File: config.mk
export PLATFORM = sky130hd
export DESIGN_NAME = rational_arith_unit_top
export DESIGN_NICKNAME = d
export VERILOG_FILES = /design/src/rau_pkg.sv /design/src/rational_arith_unit_top.sv /design/src/rau_divider.sv
export VERILOG_INCLUDE_DIRS = /design/src /design/src/src
export SDC_FILE = /design/constraint.sdc
export NUM_CORES = 1
export LEC_CHECK = 0
export BUFFER_PORTS_ARGS = -buffer_cell sky130_fd_sc_hd__buf_4
export CORE_MARGIN = 2
export CORE_UTILIZATION = 45
export DETAILED_ROUTE_END_ITERATION = 10
export SLEW_MARGIN = 25
export SYNTH_ARGS = -nofsm -noshare
export SYNTH_HDL_FRONTEND = slang
export SYNTH_SLANG_ARGS = --single-unit
File: constraint.sdc
create_clock -name aclk -period 25.6 [get_ports aclk]
set_input_delay 2.56 -clock aclk [delete_from_list [all_inputs] [get_ports aclk]]
set_output_delay 2.56 -clock aclk [all_outputs]
set_load 0.03 [all_outputs]
File: src/assert_macros.svh
// Assertion macros shared by the RTL files.
`ifndef ASSERT_MACROS_SVH
`define ASSERT_MACROS_SVH

// Implication checked on every rising clock edge outside reset.
`define ASSERT_IMPL(label, clk, rstn, ante, cons, msg) \
    label: assert property (@(posedge clk) disable iff (!rstn) (ante) |-> (cons)) \
        else $error(msg);

// Next-cycle implication checked outside reset.
`define ASSERT_NEXT(label, clk, rstn, ante, cons, msg) \
    label: assert property (@(posedge clk) disable iff (!rstn) (ante) |=> (cons)) \
        else $error(msg);

`endif

File: src/rau_pkg.sv
// Package for the rational arithmetic unit: constants, opcodes, states and the divider control struct.
package rau_pkg;

    localparam int OPERAND_BITS = 16;

    typedef enum logic [1:0] {
        OP_ADD = 2'd0,
        OP_SUB = 2'd1,
        OP_MUL = 2'd2,
        OP_DIV = 2'd3
    } op_t;

    typedef enum logic [1:0] {
        DIV_IDLE,
        DIV_RUN,
        DIV_DONE
    } div_state_t;

    typedef enum logic [3:0] {
        ST_IDLE,
        ST_GCD_START,
        ST_GCD_WAIT,
        ST_RED_N_START,
        ST_RED_N_WAIT,
        ST_RED_D_START,
        ST_RED_D_WAIT,
        ST_MUL1,
        ST_MUL2,
        ST_COMBINE,
        ST_OUT
    } state_t;

    typedef struct packed {
        logic start;
        logic busy;
        logic done;
    } div_ctl_t;

endpackage

File: src/rational_arith_unit_top.sv
// Top level of the rational arithmetic unit.
//
// Usage: one transaction on the s_ channel carries an opcode and two unsigned
// fractions; one transaction on the m_ channel returns the unreduced result.
// Each operand whose numerator and denominator are both nonzero is reduced
// by its GCD, found with Euclid's algorithm on a shared radix-2 divider,
// which also performs the two reduction divisions; such an operand takes
// (k+2) divisions, k being its Euclid step count. The products are formed
// in turn on one shared multiplier. One item is processed at a time:
// s_axis_tready is high only while the unit is idle and no result is
// pending. The result stays in the output register while m_axis_tready is
// low and the next item is taken after it is read. Reset (aresetn low,
// synchronous) returns the sequencer to idle and drops m_axis_tvalid.
`include "assert_macros.svh"

module rational_arith_unit_top #(
    parameter int OPERAND_BITS = rau_pkg::OPERAND_BITS
) (
    input  logic aclk,
    input  logic aresetn,
    input  logic s_axis_tvalid,
    output logic s_axis_tready,
    // op, left_num, left_den, right_num, right_den; zero pad to bytes
    input  logic [((4*OPERAND_BITS+2+7)/8)*8-1:0] s_axis_tdata,
    output logic m_axis_tvalid,
    input  logic m_axis_tready,
    // result_num, result_den; zero pad to bytes
    output logic [((4*OPERAND_BITS+2+7)/8)*8-1:0] m_axis_tdata
);

    localparam int W     = OPERAND_BITS;
    localparam int PW    = 2 * W;
    localparam int NW    = 2 * W + 2;
    localparam int TW    = ((4 * W + 2 + 7) / 8) * 8;

    rau_pkg::state_t state_reg, state_next;

    logic [1:0]   op_reg, op_next;
    logic [W-1:0] n_reg [2];
    logic [W-1:0] d_reg [2];
    logic [W-1:0] n_next [2];
    logic [W-1:0] d_next [2];
    logic         sel_reg, sel_next;
    logic [W-1:0] x_reg, x_next, y_reg, y_next, g_reg, g_next;
    logic [PW-1:0] p1_reg, p1_next, p2_reg, p2_next;
    logic [NW-1:0] rn_reg, rn_next;
    logic [PW-1:0] rd_reg, rd_next;
    logic          mv_reg, mv_next;

    logic          dv_start;
    logic [W-1:0]  dv_a, dv_b, dv_q, dv_r;
    rau_pkg::div_ctl_t dv_ctl;

    logic [W-1:0]  ma, mb;
    logic [PW-1:0] mp;

    rau_divider #(.W(W)) u_div (
        .aclk      (aclk),
        .aresetn   (aresetn),
        .start     (dv_start),
        .dividend  (dv_a),
        .divisor   (dv_b),
        .ctl       (dv_ctl),
        .quotient  (dv_q),
        .remainder (dv_r)
    );

    assign mp = PW'(ma) * PW'(mb);

    always_ff @(posedge aclk) begin
        if (!aresetn) begin
            state_reg <= rau_pkg::ST_IDLE;
            mv_reg    <= 1'b0;
        end else begin
            state_reg <= state_next;
            mv_reg    <= mv_next;
        end
        op_reg  <= op_next;
        n_reg   <= n_next;
        d_reg   <= d_next;
        sel_reg <= sel_next;
        x_reg   <= x_next;
        y_reg   <= y_next;
        g_reg   <= g_next;
        p1_reg  <= p1_next;
        p2_reg  <= p2_next;
        rn_reg  <= rn_next;
        rd_reg  <= rd_next;
    end

    always_comb begin
        state_next = state_reg;
        op_next    = op_reg;
        n_next     = n_reg;
        d_next     = d_reg;
        sel_next   = sel_reg;
        x_next     = x_reg;
        y_next     = y_reg;
        g_next     = g_reg;
        p1_next    = p1_reg;
        p2_next    = p2_reg;
        rn_next    = rn_reg;
        rd_next    = rd_reg;
        mv_next    = mv_reg;
        dv_start   = 1'b0;
        dv_a       = x_reg;
        dv_b       = y_reg;
        ma         = n_reg[0];
        mb         = d_reg[1];
        if (mv_reg && m_axis_tready) begin
            mv_next = 1'b0;
        end
        unique case (state_reg)
            rau_pkg::ST_IDLE: begin
                if (s_axis_tvalid && !mv_reg) begin
                    op_next    = s_axis_tdata[1:0];
                    n_next[0]  = s_axis_tdata[2 +: W];
                    d_next[0]  = s_axis_tdata[2+W +: W];
                    n_next[1]  = s_axis_tdata[2+2*W +: W];
                    d_next[1]  = s_axis_tdata[2+3*W +: W];
                    sel_next   = 1'b0;
                    state_next = rau_pkg::ST_GCD_START;
                end
            end
            rau_pkg::ST_GCD_START: begin
                if (n_reg[sel_reg] == '0 || d_reg[sel_reg] == '0) begin
                    state_next = sel_reg ? rau_pkg::ST_MUL1 : rau_pkg::ST_GCD_START;
                    sel_next   = 1'b1;
                end else begin
                    x_next     = n_reg[sel_reg];
                    y_next     = d_reg[sel_reg];
                    state_next = rau_pkg::ST_GCD_WAIT;
                end
            end
            rau_pkg::ST_GCD_WAIT: begin
                if (y_reg == '0) begin
                    g_next     = x_reg;
                    state_next = rau_pkg::ST_RED_N_START;
                end else if (!dv_ctl.busy && !dv_ctl.done) begin
                    dv_start = 1'b1;
                end else if (dv_ctl.done) begin
                    x_next = y_reg;
                    y_next = dv_r;
                end
            end
            rau_pkg::ST_RED_N_START: begin
                dv_a       = n_reg[sel_reg];
                dv_b       = g_reg;
                dv_start   = 1'b1;
                state_next = rau_pkg::ST_RED_N_WAIT;
            end
            rau_pkg::ST_RED_N_WAIT: begin
                if (dv_ctl.done) begin
                    n_next[sel_reg] = dv_q;
                    state_next      = rau_pkg::ST_RED_D_START;
                end
            end
            rau_pkg::ST_RED_D_START: begin
                dv_a       = d_reg[sel_reg];
                dv_b       = g_reg;
                dv_start   = 1'b1;
                state_next = rau_pkg::ST_RED_D_WAIT;
            end
            rau_pkg::ST_RED_D_WAIT: begin
                if (dv_ctl.done) begin
                    d_next[sel_reg] = dv_q;
                    sel_next        = 1'b1;
                    state_next      = sel_reg ? rau_pkg::ST_MUL1 : rau_pkg::ST_GCD_START;
                end
            end
            rau_pkg::ST_MUL1: begin
                ma = n_reg[0];
                case (op_reg)
                    rau_pkg::OP_MUL: mb = n_reg[1];
                    default:         mb = d_reg[1];
                endcase
                p1_next    = mp;
                state_next = rau_pkg::ST_MUL2;
            end
            rau_pkg::ST_MUL2: begin
                case (op_reg)
                    rau_pkg::OP_DIV: begin
                        ma = d_reg[0];
                        mb = n_reg[1];
                    end
                    default: begin
                        ma = d_reg[0];
                        mb = d_reg[1];
                    end
                endcase
                p2_next    = mp;
                state_next = rau_pkg::ST_COMBINE;
            end
            rau_pkg::ST_COMBINE: begin
                ma = d_reg[0];
                mb = n_reg[1];
                unique case (op_reg)
                    rau_pkg::OP_ADD: rn_next = NW'(p1_reg) + NW'(mp);
                    rau_pkg::OP_SUB: rn_next = NW'(p1_reg) - NW'(mp);
                    rau_pkg::OP_MUL: rn_next = NW'(p1_reg);
                    default:         rn_next = (p2_reg == '0) ? '0 : NW'(p1_reg);
                endcase
                if (op_reg == rau_pkg::OP_DIV && p2_reg == '0) begin
                    rd_next = PW'(1);
                end else begin
                    rd_next = p2_reg;
                end
                state_next = rau_pkg::ST_OUT;
            end
            rau_pkg::ST_OUT: begin
                mv_next    = 1'b1;
                state_next = rau_pkg::ST_IDLE;
            end
            default: state_next = rau_pkg::ST_IDLE;
        endcase
    end

    assign s_axis_tready = (state_reg == rau_pkg::ST_IDLE) && !mv_reg;
    assign m_axis_tvalid = mv_reg;
    assign m_axis_tdata  = TW'({rd_reg, rn_reg});

    `ASSERT_IMPL(a_out_idle, aclk, aresetn, mv_reg, state_reg == rau_pkg::ST_IDLE, "result pending while busy")
    `ASSERT_NEXT(a_out_set, aclk, aresetn, state_reg == rau_pkg::ST_OUT, mv_reg, "result not presented")
    `ASSERT_IMPL(a_div_rden, aclk, aresetn, mv_reg && (op_reg == rau_pkg::OP_DIV), rd_reg != '0, "zero denominator after divide")

endmodule

File: src/rau_divider.sv
// Restoring radix-2 divider, one quotient bit per cycle.
`include "assert_macros.svh"

module rau_divider #(
    parameter int W = rau_pkg::OPERAND_BITS
) (
    input  logic             aclk,
    input  logic             aresetn,
    input  logic             start,
    input  logic [W-1:0]     dividend,
    input  logic [W-1:0]     divisor,
    output rau_pkg::div_ctl_t ctl,
    output logic [W-1:0]     quotient,
    output logic [W-1:0]     remainder
);

    localparam int CW = $clog2(W + 1);

    rau_pkg::div_state_t state_reg, state_next;
    logic [CW-1:0] cnt_reg, cnt_next;
    logic [W-1:0]  q_reg, q_next;
    logic [W-1:0]  r_reg, r_next;
    logic [W-1:0]  d_reg, d_next;
    logic [W:0]    trial;
    logic [W:0]    diff;

    always_ff @(posedge aclk) begin
        if (!aresetn) begin
            state_reg <= rau_pkg::DIV_IDLE;
            cnt_reg   <= '0;
        end else begin
            state_reg <= state_next;
            cnt_reg   <= cnt_next;
        end
        q_reg <= q_next;
        r_reg <= r_next;
        d_reg <= d_next;
    end

    always_comb begin
        state_next = state_reg;
        cnt_next   = cnt_reg;
        q_next     = q_reg;
        r_next     = r_reg;
        d_next     = d_reg;
        trial      = {r_reg, q_reg[W-1]};
        diff       = trial - {1'b0, d_reg};
        unique case (state_reg)
            rau_pkg::DIV_IDLE: begin
                if (start) begin
                    q_next     = dividend;
                    r_next     = '0;
                    d_next     = divisor;
                    cnt_next   = CW'(W);
                    state_next = rau_pkg::DIV_RUN;
                end
            end
            rau_pkg::DIV_RUN: begin
                if (!diff[W]) begin
                    r_next = diff[W-1:0];
                    q_next = {q_reg[W-2:0], 1'b1};
                end else begin
                    r_next = trial[W-1:0];
                    q_next = {q_reg[W-2:0], 1'b0};
                end
                cnt_next = cnt_reg - 1'b1;
                if (cnt_reg == CW'(1)) begin
                    state_next = rau_pkg::DIV_DONE;
                end
            end
            rau_pkg::DIV_DONE: begin
                state_next = rau_pkg::DIV_IDLE;
            end
            default: state_next = rau_pkg::DIV_IDLE;
        endcase
    end

    assign ctl.start  = start;
    assign ctl.busy   = (state_reg == rau_pkg::DIV_RUN);
    assign ctl.done   = (state_reg == rau_pkg::DIV_DONE);
    assign quotient   = q_reg;
    assign remainder  = r_reg;

    `ASSERT_NEXT(a_div_last, aclk, aresetn, (state_reg == rau_pkg::DIV_RUN) && (cnt_reg == CW'(1)), state_reg == rau_pkg::DIV_DONE, "divider did not finish")
    `ASSERT_IMPL(a_div_cnt, aclk, aresetn, state_reg == rau_pkg::DIV_RUN, cnt_reg != '0, "divider count zero while running")

endmodule
Yosys cells after proc, flatten, opt, wreduce, memory -nomap -nowiden
Cells that the tools add are included.

Register bits after elaboration: 305. Input bits: 76. Output and inout bits: 74. Logic and storage cells: 151.

Add/sub/neg operators: 4. Multipliers: 1. Magnitude comparators: 2. Eq/ne operators: 27. Multiplexer cells: 61. Bitwise gates (word level): 1. Reductions and logical operators: 35.

Operators with widths (count): $mux 16 (22); $mux 32 (5); $pmux 16 s2 (5); $pmux 32 s2 (2); $pmux 34 s3 (1); $bwmux 32 (2); $logic_not 16->1 (3); $pmux 16 s3 (1); $pmux 4 s10 (1); $add 32x32->33 (1); $sub 32x32->33 (1); $logic_not 32->1 (1); $mul 16x16->32 (1); $ne 2x2->1 const B (10); $sub 17x16->17 (1); $demux 16 s1 (1); $eq 4x3->1 const B (4); $mux 4 (4); $eq 4x4->1 const B (3); $pmux 5 s2 (1); $reduce_and 2->1 (5); $reduce_bool 2->1 (5); $eq 4x2->1 const B (2); $mux 1 (8); other kinds (25) (41).

Longest topological paths before layout
Word-level depth: 8. Gate-level depth with buffers: 42. Mapped depth without buffers: 39.

By module
From an unflattened synthesis, not the netlist that was laid out.

Cells, all modules: 2770. Area, all modules: 26286.5 um2.

By module, submodules not included: rational_arith_unit_top (times used 1, cells each 2431, area an instance 23035.8 um2, seq. area each 7457.2 um2); rau_divider (times used 1, cells each 339, area an instance 3250.6 um2, seq. area each 1581.5 um2).

Least setup slack after synthesis
OpenSTA, ideal clock, no wires.

Path kind: register -> register. Start: register state_reg[2]. End: register rn_reg[31], data pin. Setup time: 0.266 ns. Data arrival time: 8.730 ns. Required time: 25.334 ns. Slack: 16.604 ns. Stages on the path, launching flop included: 38. Path buffers: 2. Period minus slack after synthesis: 8.996 ns. Cells stage by stage: dfxtp_1 buf_2 nor2b_1 and3_1 nor2_1 nor3b_1 a21oi_1 or2_2 fa_1 fa_1 inv_1 fa_1 fa_1 fa_1 inv_1 fa_1 inv_1 ha_1 [... 2 more ...] a22oi_1 a31oi_1 o21ai_0 nand2b_1 a21oi_1 xnor2_1 ha_1 clkbuf_1 inv_1 a21oi_1 o21bai_1 a21oi_1 o21bai_1 a21oi_1 o21bai_1 a221oi_2 xnor2_1 o211ai_1.

Longest elaborated chain between the ends: 6. Elaborated cells between the ends (all ways): 10. Those cells by class: add/sub (2); mul (1); eq/ne (3); mux (3); reduce/logical (1).

RTL lines: from (decl) (RTL line rational_arith_unit_top.sv:36) `rau_pkg::state_t state_reg, state_next;`; from (signal assigned) (RTL line rational_arith_unit_top.sv:72) `state_reg <= rau_pkg::ST_IDLE;`; from (signal assigned) (RTL line rational_arith_unit_top.sv:75) `state_reg <= state_next;`; $eq 4x4->1 (RTL line rational_arith_unit_top.sv:113) `unique case (state_reg)`; $reduce_or 2->1 (no source line); $mux 16; $mul 16x16->32 * (RTL line rational_arith_unit_top.sv:68) `assign mp = PW'(ma) * PW'(mb);`; via mp[24] (RTL line rational_arith_unit_top.sv:55) `logic [PW-1:0] mp;`; $sub 32x32->33 / $add 32x32->33 (equally long branches) (RTL line rational_arith_unit_top.sv:199, rational_arith_unit_top.sv:198); $pmux 34 s3 * (RTL line rational_arith_unit_top.sv:197) `unique case (op_reg)`; to (signal assigned) (RTL line rational_arith_unit_top.sv:87) `rn_reg <= rn_next;`; to (decl) (RTL line rational_arith_unit_top.sv:46) `logic [NW-1:0] rn_reg, rn_next;`.

The timed path passes the listed nets; every way through them passes the cells marked *. A chain may end at the register's enable or synchronous reset.

Worst setup path in the final report
Start: register state_reg[1]. End: register rn_reg[32], data pin.

Same word-level chain as after synthesis.

==> metrics.md <==
| Metric | Value |
|---|---|
| Pins Over Slew Limit | 0 |
| Setup violators final | 0 |
| YS warnings | 0 |
| WL/cell | 20.5 microns |
| Clk_lat worst skew | 0.57 ns |
| Mapped Area | 25700 sq um |
| Synth top cells by count | 361 x nand2_1, 351 x inv_1, 293 x edfxtp_1, 238 x nor2_1, 197 x fa_1 |
| CTS H-Tree Depth | 2 |
| Reg2reg path depth | 34 |
| Detailed-route via count | 19521 |
| Area grow syn2layout | 11.8% |
| HP Class | flip-flop to flip-flop |
| Clock sink count | 305 |
| DIE AREA | 59000 sq um |
| N_diodes | 0 |
| Final Critical Period | 10.67 ns |
| Die Wd | 243 microns |
| Final Hold Viols | 0 |
| Final Util | 50.9% |
| Gate Count Post-Synth | 2669 |
| CP Launch Point | state_reg[1] |
| Top FF cell, synth | edfxtp_1 |
| Worst Hold Depth | 0 |
| Yosys top cell area share | 34.3% |
| Synth area leader | edfxtp_1 |
| Detail Route Antenna Nets | 0 |
| Final Cycle Share | 41.7% |
| Global-route wire length before repair | 114000 microns |
| Hold wc startpoint | p2_reg[18] |
| Largest net degree at the start of global routing | 70 |
| CTS tree | built |
| Initial Util | 45.5% |
| Setup Fix Bufs, Post-CTS | 0 |
| Grt total ovfl | 0 |
| CP Capture Type | flip-flop |
| Initial antenna violation count | 0 |
| Core area | 56400 sq um |
| Clock Skew | 0.0215 ns |
| Max-cap violations | 0 |
| Post-synth EDFFs | 293 |
| Status | finished, final reports clean |
| Starting DRC count in detailed routing | 1686 |
| Syn avg cell area | 9.62 sq um |
| RR Startpoint | state_reg[1] |
| Reg2reg end | rn_reg[32] |
| Rel. slew slack | 24.8% |
| Number of global-route vias before repair | 19856 |
| Crit-path max cell delay | 0.88 ns |
| CP Class | flip-flop to flip-flop |
| Fin nets | 3211 |
| Non-Filler Instances | 3530 |
| Distinct cell type count after synthesis | 86 |
| Total Neg Setup Slack | 0 ns |
| Post-synthesis register bit count | 305 |
| Critical path launch point type | flip-flop |
| Top-count cell post-synth | nand2_1 |
| Routed WL | 72500 microns |
| Synth async-reset ratio | 0% |
| CP dominant cell by count | fa_1 |
| R2R Setup Slk | 14.93 ns |
| GRT Overall Usage | 24.7% |
| Die Y | 243 microns |
| Row count | 87 |
| Num CTS Buffers | 35 |
| Max FFs per register | 34 |
| CP arrival | 10.94 ns |
| Hold Path End | rd_reg[18] |
| Seq/Total Area, Yosys | 35.2% |
| Crit Path Max Fanout | 30 |
| Worst-path clk slew | 0.06 ns |
| Post-CTS Hold Fix Bufs | 0 |
| DRC | 0 |
| Vias per cell | 5.53 |
| Placer Congestion | 0.923 |
| Slowest cell on crit path | a21oi_1 |
| Resize count post-CTS | 0 |
| RSZ-0062 raised after global routing | no |
| Placed cells | 3467 |
| Root Buffer | clkbuf_16 |
| Layout cell share with drive strength beyond 1 | 11.1% |
| First-pass iteration count of the detailed router | 5 |
| CP required | 25.87 ns |
| # IOs | 150 |
| Longest Clk Path Bufs | 3 |
| Fmax | 93.7 MHz |
| Hpwl dp | 56200 microns |
| Top area cells in the synthesized netlist | edfxtp_1 34%, fa_1 15%, ha_1 9.3% |
| Worst slew pin tran | 1.13 ns |
| Port buffer count | 137 |
-- cells by family after synthesis --
group / synth area share, %
XOR/XNOR: 2.49
AO/OA/AOI/OAI: 12.2
buffers and inverters: 7.39
flip-flops: 35.2
adder cells (fa/ha/maj): 24.6
multiplexers: 4.62
other: 0.0146
AND/OR/NAND/NOR: 13.4
-- worst max path at each step --
stage	slack (ns)	to	depth (start not counted)
final	14.93	rn_reg[32]	34
after global placement	15.04	rn_reg[31]	38
after global routing	14.27	rn_reg[31]	38
after detailed placement	14.95	rn_reg[31]	38
after floorplan	16.60	rn_reg[31]	37
after CTS	14.88	rn_reg[31]	38
-- routing by layer --
layer  share of wire, %  track usage (%)
met4                3.6             8.35
met2                 47             41.4
met5                  0                0
met1                 43             32.8
met3                6.1             3.76
-- layout by cell type (no fill, tap or decap), types with 11 or more instances in the layout --
| cell type | netlist | layout |
|---|---|---|
| nand2_1 | 361 | 358 |
| inv_1 | 351 | 351 |
| edfxtp_1 | 293 | 293 |
| nor2_1 | 238 | 236 |
| fa_1 | 197 | 197 |
| ha_1 | 190 | 189 |
| buf_4 | 7 | 178 |
| a21oi_1 | 150 | 150 |
| o21ai_0 | 139 | 134 |
| mux2i_1 | 87 | 84 |
| xnor2_1 | 60 | 59 |
| nor2b_1 | 35 | 35 |
| clkbuf_16 | 0 | 35 |
| nor3_1 | 30 | 30 |
| o22ai_1 | 29 | 29 |
| mux2_2 | 28 | 28 |
| a21o_1 | 25 | 25 |
| nand3_1 | 25 | 25 |
| a211oi_1 | 23 | 23 |
| nor4_1 | 24 | 23 |
| nand2b_1 | 21 | 21 |
| nand4_1 | 15 | 15 |
| o21ai_1 | 11 | 15 |
| o21bai_1 | 14 | 14 |
| xor2_1 | 13 | 13 |
| dfxtp_1 | 12 | 12 |
| o21a_1 | 11 | 11 |
-- worst max-delay path, delay by kind of cell (launching register included) --
family | cells | cell delay (ns)
and+or+nand+nor | 12 | 2.18
AOI/OAI and AO/OA | 8 | 2.51
DFF | 1 | 0.55
xor gates and xnor gates | 1 | 0.58
adders and majority gates | 8 | 3.60
buffers and inverters | 5 | 0.92
-- per-stage QoR --
stage	worst slack, ns	area, sq um	hold WS [ns]
after floorplan	16.60	25700	0.427
after global placement	15.04	27400	0.433
after detailed placement	14.95	27500	0.438
after CTS	14.88	28700	0.451
after global routing	14.27	28700	0.459
final	14.93	28700	0.449
-- area by class of cell --
class,count,area [sq um]
inverters,352,1320
flip-flops and latches,305,9040
well taps,756,946
repair buffers,179,1360
fillers,5280,27700
clock inverters,25,298
multi-input cells,1875,14800
clock buffers,38,887
Power is not shown: default switching activity piles up to over one toggle a cycle in this logic, so the estimate is an artifact.
